[config.mk]
export PLATFORM = sky130hd
export DESIGN_NAME = masked_difference_histogram_top
export DESIGN_NICKNAME = d
export VERILOG_FILES = /design/src/hdl/mdh_pkg.sv /design/src/hdl/mdh_div.sv /design/src/hdl/mdh_datapath.sv /design/src/hdl/mdh_ctrl.sv /design/src/hdl/masked_difference_histogram_top.sv
export SDC_FILE = /design/constraint.sdc
export NUM_CORES = 2
export LEC_CHECK = 0
export ABC_AREA = 0
export BUFFER_PORTS_ARGS = -buffer_cell sky130_fd_sc_hd__buf_2
export CORE_UTILIZATION = 40
export CTS_CLUSTER_DIAMETER = 120
export DETAILED_ROUTE_END_ITERATION = 7
export MAX_ROUTING_LAYER = met4
export PLACE_DENSITY = 0.66
export SLEW_MARGIN = 20
export SYNTH_ARGS = -nofsm -noshare
export SYNTH_HDL_FRONTEND = slang
export SYNTH_SLANG_ARGS = --single-unit
[constraint.sdc]
create_clock -name clk -period 9.94 [get_ports clk]
set_input_delay 0.497 -clock clk [delete_from_list [all_inputs] [get_ports clk]]
set_output_delay 0.497 -clock clk [all_outputs]
set_load 0.03 [all_outputs]
[src/hdl/mdh_pkg.sv]
// Shared types and constants for the masked difference histogram.
// Holds the controller state type, the command and status structs and the fixed widths.
// No dependencies.
package mdh_pkg;

	// Store geometry.
	localparam int MAX_HALF_BINS = 32;
	localparam int BIN_COUNT     = 2 * MAX_HALF_BINS;
	localparam int BIN_W         = 6;
	localparam int CNT_W         = 17;
	localparam int LEVEL_W       = 17;
	localparam int VAL_W         = 16;
	localparam logic [BIN_W-1:0] HALF_RESET   = BIN_W'(MAX_HALF_BINS);
	localparam logic [CNT_W-1:0] SAMPLE_LIMIT = CNT_W'(65536);

	// Offset arithmetic: off = ((mag * (100*H - 1)) >> 16) / 100.
	// The divide by 100 is a multiply by ceil(2^22 / 100), exact for inputs below 3200.
	localparam int COEF_W      = 12;
	localparam int PROD_W      = VAL_W + COEF_W;
	localparam int QIN_W       = PROD_W - 16;
	localparam int RECIP_W     = 16;
	localparam int QPROD_W     = QIN_W + RECIP_W;
	localparam int RECIP_SHIFT = 22;
	localparam int OFF_W       = 5;
	localparam logic [RECIP_W-1:0] RECIP = RECIP_W'(41944);

	// Readout divider: one quotient bit per cycle.
	localparam int DIV_STEPS = LEVEL_W;
	localparam int DIV_CNT_W = 5;

	// Controller states.
	typedef enum logic [3:0] {
		ST_IDLE,
		ST_PROD,
		ST_QUOT,
		ST_BIN,
		ST_UPD,
		ST_RD,
		ST_DLOAD,
		ST_DIV,
		ST_EMIT
	} mdh_state_t;

	// Commands from the controller to the datapath.
	typedef struct packed {
		logic load;
		logic prod;
		logic quot;
		logic bin_rd;
		logic upd;
		logic rd_out;
		logic div_start;
		logic emit;
		logic clear;
		logic idx_inc;
	} mdh_cmd_t;

	// Status from the datapath to the controller.
	typedef struct packed {
		logic last;
		logic idx_last;
		logic div_done;
	} mdh_stat_t;

endpackage

[src/hdl/mdh_div.sv]
// Iterative restoring divider for the readout level count * 65536 / peak.
// Depends on mdh_pkg. The dividend never exceeds the divisor, so the quotient fits LEVEL_W bits.
module mdh_div import mdh_pkg::*; (
	input  logic               clk,
	input  logic               arst_n,
	input  logic               start,
	input  logic [CNT_W-1:0]   dividend,
	input  logic [CNT_W-1:0]   divisor,
	output logic [LEVEL_W-1:0] quotient,
	output logic               done
);

	logic [CNT_W:0]         rem_q;
	logic [LEVEL_W-1:0]     quo_q;
	logic [DIV_CNT_W-1:0]   cnt_q;
	logic [CNT_W:0]         diff;
	logic                   ge;
	logic [CNT_W:0]         nxt;

	// One compare and subtract per cycle.
	assign diff = rem_q - {1'b0, divisor};
	assign ge   = (rem_q >= {1'b0, divisor});
	assign nxt  = ge ? diff : rem_q;

	// Step counter.
	always_ff @(posedge clk or negedge arst_n) begin
		if (!arst_n) begin
			cnt_q <= '0;
		end else if (start) begin
			cnt_q <= DIV_CNT_W'(DIV_STEPS);
		end else if (cnt_q != '0) begin
			cnt_q <= cnt_q - DIV_CNT_W'(1);
		end
	end

	// Partial remainder and quotient bits; the low dividend bits are all zero.
	always_ff @(posedge clk) begin
		if (start) begin
			rem_q <= {1'b0, dividend};
			quo_q <= '0;
		end else if (cnt_q != '0) begin
			rem_q <= {nxt[CNT_W-1:0], 1'b0};
			quo_q <= {quo_q[LEVEL_W-2:0], ge};
		end
	end

	assign quotient = quo_q;
	assign done     = (cnt_q == '0);

endmodule

[src/hdl/mdh_datapath.sv]
// Datapath: configuration register, bin arithmetic, count store, peak and readout registers.
// Depends on mdh_pkg and mdh_div; driven by the command struct from mdh_ctrl.
module mdh_datapath import mdh_pkg::*; (
	input  logic               clk,
	input  logic               arst_n,
	input  logic               cfg_we,
	input  logic [BIN_W-1:0]   cfg_wdata,
	input  logic [VAL_W-1:0]   value_a,
	input  logic [VAL_W-1:0]   value_b,
	input  logic               selected,
	input  logic               last,
	input  mdh_cmd_t           cmd,
	output mdh_stat_t          stat,
	output logic               strobe,
	output logic [BIN_W-1:0]   bin_id,
	output logic [LEVEL_W-1:0] bin_level,
	output logic               last_bin
);

	logic [BIN_W-1:0]   half_q;
	logic [BIN_W-1:0]   h_eff;
	logic [BIN_W-1:0]   h_q;
	logic [VAL_W-1:0]   a_q;
	logic [VAL_W-1:0]   b_q;
	logic               sel_q;
	logic               last_q;
	logic               ge_q;
	logic [PROD_W-1:0]  prod_q;
	logic [OFF_W-1:0]   off_q;
	logic [BIN_W-1:0]   bin_q;
	logic [CNT_W-1:0]   rd_q;
	logic               rd_hit_q;
	logic [BIN_W-1:0]   idx_q;
	logic [CNT_W-1:0]   peak_q;
	logic [BIN_COUNT-1:0] valid_q;
	logic               strobe_q;
	logic [BIN_W-1:0]   out_idx_q;
	logic [LEVEL_W-1:0] out_level_q;
	logic               out_last_q;
	logic [CNT_W-1:0]   mem [BIN_COUNT];

	logic [VAL_W-1:0]   mag;
	logic [COEF_W-1:0]  coeff;
	logic [QPROD_W-1:0] qprod;
	logic [BIN_W:0]     limit;
	logic [BIN_W:0]     bin_raw;
	logic [BIN_W-1:0]   bin_next;
	logic [BIN_W-1:0]   rd_addr;
	logic [CNT_W-1:0]   cnt_cur;
	logic [CNT_W-1:0]   cnt_inc;
	logic               do_write;
	logic [LEVEL_W-1:0] quotient;
	logic               div_done;

	// Effective half-bin count: zero acts as one, large values clamp to the maximum.
	always_comb begin
		if (half_q == '0) begin
			h_eff = BIN_W'(1);
		end else if (half_q > BIN_W'(MAX_HALF_BINS)) begin
			h_eff = BIN_W'(MAX_HALF_BINS);
		end else begin
			h_eff = half_q;
		end
	end

	// Configuration register.
	always_ff @(posedge clk or negedge arst_n) begin
		if (!arst_n) begin
			half_q <= HALF_RESET;
		end else if (cfg_we) begin
			half_q <= cfg_wdata;
		end
	end

	// Magnitude of the difference times (100*H - 1).
	assign mag   = ge_q ? (a_q - b_q) : (b_q - a_q);
	assign coeff = COEF_W'(h_q) * COEF_W'(100) - COEF_W'(1);

	// Divide by 6553600 as a shift by 16 and a reciprocal multiply by 1/100.
	assign qprod = QPROD_W'(prod_q[PROD_W-1 -: QIN_W]) * QPROD_W'(RECIP);

	// Bin from the offset, clamped at 2H-1.
	assign limit    = {h_q, 1'b0} - (BIN_W+1)'(1);
	assign bin_raw  = ge_q ? ({1'b0, h_q} + (BIN_W+1)'(off_q))
	                       : ({1'b0, h_q} - (BIN_W+1)'(off_q));
	assign bin_next = (bin_raw > limit) ? limit[BIN_W-1:0] : bin_raw[BIN_W-1:0];

	// Store read address and the count seen there; unwritten entries read as zero.
	assign rd_addr  = cmd.bin_rd ? bin_next : idx_q;
	assign cnt_cur  = rd_hit_q ? rd_q : '0;
	assign cnt_inc  = cnt_cur + CNT_W'(1);
	assign do_write = cmd.upd && sel_q && (cnt_cur < SAMPLE_LIMIT);

	// Item capture and arithmetic pipeline registers.
	always_ff @(posedge clk) begin
		if (cmd.load) begin
			a_q    <= value_a;
			b_q    <= value_b;
			sel_q  <= selected;
			last_q <= last;
			h_q    <= h_eff;
			ge_q   <= (value_a >= value_b);
		end
		if (cmd.prod) begin
			prod_q <= PROD_W'(mag) * PROD_W'(coeff);
		end
		if (cmd.quot) begin
			off_q <= qprod[RECIP_SHIFT +: OFF_W];
		end
		if (cmd.bin_rd) begin
			bin_q <= bin_next;
		end
	end

	// Count store: one registered read port and one write port.
	always_ff @(posedge clk) begin
		if (cmd.bin_rd || cmd.rd_out) begin
			rd_q <= mem[rd_addr];
		end
		if (do_write) begin
			mem[bin_q] <= cnt_inc;
		end
	end

	// Entry valid bits, peak count and readout index.
	always_ff @(posedge clk or negedge arst_n) begin
		if (!arst_n) begin
			valid_q  <= '0;
			peak_q   <= '0;
			idx_q    <= '0;
			rd_hit_q <= 1'b0;
		end else begin
			if (cmd.bin_rd || cmd.rd_out) begin
				rd_hit_q <= valid_q[rd_addr];
			end
			if (cmd.clear) begin
				valid_q <= '0;
				peak_q  <= '0;
			end else if (do_write) begin
				valid_q[bin_q] <= 1'b1;
				if (cnt_inc > peak_q) begin
					peak_q <= cnt_inc;
				end
			end
			if (cmd.load) begin
				idx_q <= '0;
			end else if (cmd.idx_inc) begin
				idx_q <= idx_q + BIN_W'(1);
			end
		end
	end

	// Readout divider.
	mdh_div u_div (
		.clk      (clk),
		.arst_n   (arst_n),
		.start    (cmd.div_start),
		.dividend (cnt_cur),
		.divisor  (peak_q),
		.quotient (quotient),
		.done     (div_done)
	);

	// Result beat registers; a zero peak gives a zero level.
	always_ff @(posedge clk or negedge arst_n) begin
		if (!arst_n) begin
			strobe_q <= 1'b0;
		end else begin
			strobe_q <= cmd.emit;
		end
	end

	always_ff @(posedge clk) begin
		if (cmd.emit) begin
			out_idx_q   <= idx_q;
			out_level_q <= (peak_q == '0) ? '0 : quotient;
			out_last_q  <= (idx_q == limit[BIN_W-1:0]);
		end
	end

	assign stat.last     = last_q;
	assign stat.idx_last = (idx_q == limit[BIN_W-1:0]);
	assign stat.div_done = div_done;

	assign strobe    = strobe_q;
	assign bin_id    = out_idx_q;
	assign bin_level = out_level_q;
	assign last_bin  = out_last_q;

endmodule

[src/hdl/mdh_ctrl.sv]
// Controller state machine: sequences the count update and the per-bin readout.
// Depends on mdh_pkg; talks to mdh_datapath through the command and status structs.
module mdh_ctrl import mdh_pkg::*; (
	input  logic      clk,
	input  logic      arst_n,
	input  logic      start,
	input  mdh_stat_t stat,
	output mdh_cmd_t  cmd,
	output logic      busy
);

	mdh_state_t state_q;
	mdh_state_t state_d;

	// State register.
	always_ff @(posedge clk or negedge arst_n) begin
		if (!arst_n) begin
			state_q <= ST_IDLE;
		end else begin
			state_q <= state_d;
		end
	end

	// Next state and commands.
	always_comb begin
		state_d = state_q;
		cmd     = '0;
		case (state_q)
			ST_IDLE: begin
				if (start) begin
					cmd.load = 1'b1;
					state_d  = ST_PROD;
				end
			end
			ST_PROD: begin
				cmd.prod = 1'b1;
				state_d  = ST_QUOT;
			end
			ST_QUOT: begin
				cmd.quot = 1'b1;
				state_d  = ST_BIN;
			end
			ST_BIN: begin
				cmd.bin_rd = 1'b1;
				state_d    = ST_UPD;
			end
			ST_UPD: begin
				cmd.upd = 1'b1;
				state_d = stat.last ? ST_RD : ST_IDLE;
			end
			ST_RD: begin
				cmd.rd_out = 1'b1;
				state_d    = ST_DLOAD;
			end
			ST_DLOAD: begin
				cmd.div_start = 1'b1;
				state_d       = ST_DIV;
			end
			ST_DIV: begin
				if (stat.div_done) begin
					state_d = ST_EMIT;
				end
			end
			ST_EMIT: begin
				cmd.emit = 1'b1;
				if (stat.idx_last) begin
					cmd.clear = 1'b1;
					state_d   = ST_IDLE;
				end else begin
					cmd.idx_inc = 1'b1;
					state_d     = ST_RD;
				end
			end
			default: begin
				state_d = ST_IDLE;
			end
		endcase
	end

	assign busy = (state_q != ST_IDLE);

endmodule

[src/hdl/masked_difference_histogram_top.sv]
// Top level of the masked difference histogram.
// Depends on mdh_pkg, mdh_ctrl and mdh_datapath (which holds mdh_div).
//
// An item is taken when start is high and busy is low. A selected item adds one
// to the bin of its signed difference; the count read-modify-write goes through
// a multiplier, a reciprocal multiplier and the registered store read port, so
// an item that does not end a set holds busy through the product, quotient, bin
// and update states, and no new item is taken until busy falls again. An item
// with last set then reads out all 2H bins: each bin takes a store read, a
// divider load, the bit-serial divider (17 steps, then done) and an emit. Each
// result beat is shown for exactly one cycle, marked by strobe, and cannot be
// held off; the last beat of a run has last_bin set. After the readout the store
// and peak are clear. half_bin_count may be written only while busy is low.
module masked_difference_histogram_top import mdh_pkg::*; (
	input  logic               clk,
	input  logic               arst_n,
	input  logic               cfg_we,
	input  logic [BIN_W-1:0]   cfg_wdata,
	input  logic               start,
	output logic               busy,
	input  logic [VAL_W-1:0]   value_a,
	input  logic [VAL_W-1:0]   value_b,
	input  logic               selected,
	input  logic               last,
	output logic               strobe,
	output logic [BIN_W-1:0]   bin_id,
	output logic [LEVEL_W-1:0] bin_level,
	output logic               last_bin
);

	mdh_cmd_t  cmd;
	mdh_stat_t stat;

	// Sequencer.
	mdh_ctrl u_ctrl (
		.clk    (clk),
		.arst_n (arst_n),
		.start  (start),
		.stat   (stat),
		.cmd    (cmd),
		.busy   (busy)
	);

	// Arithmetic, store and result registers.
	mdh_datapath u_dp (
		.clk       (clk),
		.arst_n    (arst_n),
		.cfg_we    (cfg_we),
		.cfg_wdata (cfg_wdata),
		.value_a   (value_a),
		.value_b   (value_b),
		.selected  (selected),
		.last      (last),
		.cmd       (cmd),
		.stat      (stat),
		.strobe    (strobe),
		.bin_id    (bin_id),
		.bin_level (bin_level),
		.last_bin  (last_bin)
	);

	// A result beat only follows a busy cycle.
	a_strobe_after_busy: assert property (@(posedge clk) disable iff (!arst_n)
		strobe |-> $past(busy))
		else $error("result beat without a preceding busy cycle");

	// The final beat of a readout leaves the block idle.
	a_last_bin_idle: assert property (@(posedge clk) disable iff (!arst_n)
		strobe && last_bin |-> !busy)
		else $error("block still busy after the final readout beat");

	// A beat that is not the final one means the readout is still running.
	a_readout_continues: assert property (@(posedge clk) disable iff (!arst_n)
		strobe && !last_bin |-> busy)
		else $error("readout stopped before the final bin");

	// An accepted item always starts work.
	a_accept_busy: assert property (@(posedge clk) disable iff (!arst_n)
		start && !busy |=> busy)
		else $error("accepted item did not raise busy");

endmodule
==> flow_summary.yaml <==
cells_and_area:
  drive_above_1_share: 0.1066
  layout_commonest_cell: "edfxtp_1"
  antenna_cells: 0
  area_growth_pct: 12.81
  fin_nets: 5494
  most-common-layout-cells: "edfxtp_1 (1210), a211oi_1 (426), nand2_1 (383)"
  fin_area_um2: 74040
  fill_cells: 14236
grt:
  grt_max_degree: 162
  track_usage: 0.2042
  gr-total-overflow: 0
  grt_pass1_vias: 39338
  antenna_found_initial: 2
  grt_pass1_wl_um: 247400
clocking:
  htree_levels: 4
  ctsResizeCount: 0
  tritoncts: "yes"
  cts_buffer_depth: 3
  clk_pin_slew_ns: 0.07
  cts-root-buf: "clkbuf_16"
  cts_hold_buf: 41
  cts.sinks: 1332
  clk_latency_ns: 0.79
  post_cts_buffers: 0
  cts_made_buffers: 143
min_path:
  hold_path.class: "primary input to register"
  hold_path.startpoint: "cfg_we"
timing:
  finalSetupTns_ns: 0
  post-route-period-util: 0.9030
  tightestPinTransition_ns: 1.302
  skew_ns: 0.05614
  rsz0062_at_grt: "no"
  slew_viol_final: 0
  setup_viol: 0
  timing.fmax_mhz: 111.4
  finalHoldViolCount: 0
  min_period_ns: 8.976
  holdWs_ns: 0.1002
  relSlewSlack: 0.1238
floorplanning:
  row_count: 148
  die_h_um: 407.1
  ios: 70
  dieArea_um2: 165700
  core_area_um2: 162800
  initial_core_util: 0.4032
  fp.dieW_um: 407.1
setup_path:
  start_kind: "register"
  cp.required_ns: 10.46
  cp_max_fo: 10
  cp-startpoint: "u_dp.h_q[0]$_SDFFCE_PP1P_"
  critPathKind: "register to register"
  worst_setup_path_end_kind: "register"
  worst_ep_arrival_time_ns: 9.49
  r2r-start: "u_dp.h_q[0]$_SDFFCE_PP1P_"
detailed_routing:
  avgRoutedWirePerCell_um: 22.65
  via_count: 40567
  viasPerCell: 5.568
  dr.pass1.iters: 6
  ant_nets: 0
  post-route-drc-count: 0
  dr.first_iter.drc_count: 4107
  wirelength_um: 165000
place:
  dp_hpwl_um: 98540
  dpl_cell_area_um2: 68900
  gp_congestion: 0.9388
  port_buffers: 69
synth:
  ys_seq_elements: 1332
  syn_area_um2: 65640
  yosysSeqAreaShare: 0.5987
  syn-num-nets: 5403
  synth_top_cell_by_area: "edfxtp_1"
  synth_cell_type_count: 75
  synth-warning-count: 0
  synth_ff_type: "edfxtp_1"
  synthArstFlopShare: 0.07808
  synth_cells: 4908
  synth_edf_count: 1210
  synthDominantCellAreaShare: 0.5536
  synth_area_leaders: "edfxtp_1 (55%), fa_1 (5.8%), mux2i_1 (5.5%)"
  syn_area_per_cell_um2: 13.37
run_status:
  run_status: "complete, no violations"
job:
  max_cap_viol_count: 0
## stage by stage
step / util / worst slack (ns) / cells
after global routing: 0.4549 / 0.5214 / 7286
after detailed placement: 0.4233 / 1.067 / 6987
final: 0.4549 / 0.9640 / 7286
after CTS: 0.4544 / 1.030 / 7285
after global placement: 0.4226 / 1.256 / 6985
after floorplan: - / 1.734 / 4908
## state kept, by name (all words and copies together), names as in the netlist, 4 cells and up
| register | flops |
|---|---|
| u_ctrl.state_q | 4 |
| u_dp.bin_q | 6 |
| u_dp.bin_level | 17 |
| u_dp.u_div.cnt_q | 5 |
| u_dp.u_div.rem_q | 18 |
| u_dp.peak_q | 17 |
| u_dp.mem | 1088 |
| u_dp.valid_q | 64 |
| u_dp.prod_q | 12 |
| u_dp.h_q | 6 |
| u_dp.off_q | 5 |
| u_dp.idx_q | 6 |
| u_dp.bin_id | 6 |
| u_dp.half_q | 6 |
| u_dp.a_q | 16 |
| u_dp.u_div.quotient | 17 |
| u_dp.rd_q | 17 |
| u_dp.b_q | 16 |
## cell usage after synthesis, types with 25 or more instances
| cell type | count |
|---|---|
| and2_1 | 133 |
| dfrtp_1 | 103 |
| ha_1 | 262 |
| a21o_1 | 44 |
| nor2b_1 | 34 |
| fa_1 | 189 |
| nand2_1 | 385 |
| nor3_1 | 25 |
| buf_2 | 84 |
| o21ai_0 | 41 |
| mux2_2 | 47 |
| clkbuf_1 | 142 |
| inv_1 | 341 |
| a21oi_1 | 125 |
| nor4_1 | 27 |
| a31oi_1 | 109 |
| and2_0 | 81 |
| xor2_1 | 30 |
| or3_1 | 31 |
| mux2i_1 | 362 |
| nand2b_1 | 28 |
| edfxtp_1 | 1210 |
| xnor2_1 | 59 |
| nor2_1 | 220 |
| o21a_1 | 83 |
| nand3_1 | 40 |
| a211oi_1 | 427 |
## final timing paths
kind                                                        to  slack, ns  cells after the start
max in group asynchronous         u_dp.valid_q[55]$_DFFE_PN0P_       8.15                      3
min                                 u_dp.half_q[5]$_DFFE_PN1P_       0.10                      2
max reg2reg                          u_dp.prod_q[27]$_DFFE_PP_       0.96                     26
min reg2reg                u_dp.u_div.quotient[4]$_SDFFE_PP0P_       0.45                      2
min in group asynchronous            u_dp.idx_q[0]$_DFFE_PN0P_       0.28                      2
max                                  u_dp.prod_q[27]$_DFFE_PP_       0.96                     26
## layout make-up
cell class	count	area, µm²	share of cell area
clock buffers	199	3960	0.05348
clock inverters	58	686.9	0.009277
inverters	345	1295	0.01749
multi-input cells	2958	24330	0.3287
flip-flops and latches	1332	39300	0.5308
well taps	2175	2721	0.03675
repair buffers	219	1745	0.02357
## critical path: stages, from the launching register on
cell and delay, ns:
edfxtp_1 0.35, clkinv_1 0.27, ha_1 0.41, ha_1 0.28, ha_1 0.22, fa_1 0.52, nor3_1 0.34, nand4_1 0.23
xor2_1 0.87, nor2_1 0.16, fa_1 0.58, inv_1 0.05, fa_1 0.45, fa_1 0.52, fa_1 0.44, fa_1 0.49
inv_1 0.04, ha_1 0.30, a21o_1 0.18, a21o_1 0.17, a211o_1 0.31, a211o_1 0.29, a21oi_1 0.50, o31ai_1 0.20
a21o_1 0.23, a21oi_1 0.18, xnor2_1 0.09
## metal layers
layer | wire, µm | GRT usage | vias up
met5 | 0 | - | -
met4 | 4338 | 0.06055 | 0
met3 | 12620 | 0.03176 | 250
met2 | 73700 | 0.2986 | 1482
met1 | 74340 | 0.2929 | 20552
li1 | - | - | 18283
## cell families after synthesis
family | Yosys count | synth area share
AO/OA/AOI/OAI | 930 | 0.09962
XOR/XNOR | 89 | 0.01188
adder cells (fa/ha/maj) | 451 | 0.1076
buffers and inverters | 618 | 0.03874
flip-flops | 1332 | 0.5987
multiplexers | 409 | 0.06327
AND/OR/NAND/NOR | 1079 | 0.08016
Power is left out: the tool's default activity adds up to more than one toggle a clock period on the data nets, which glitch-free logic cannot reach.
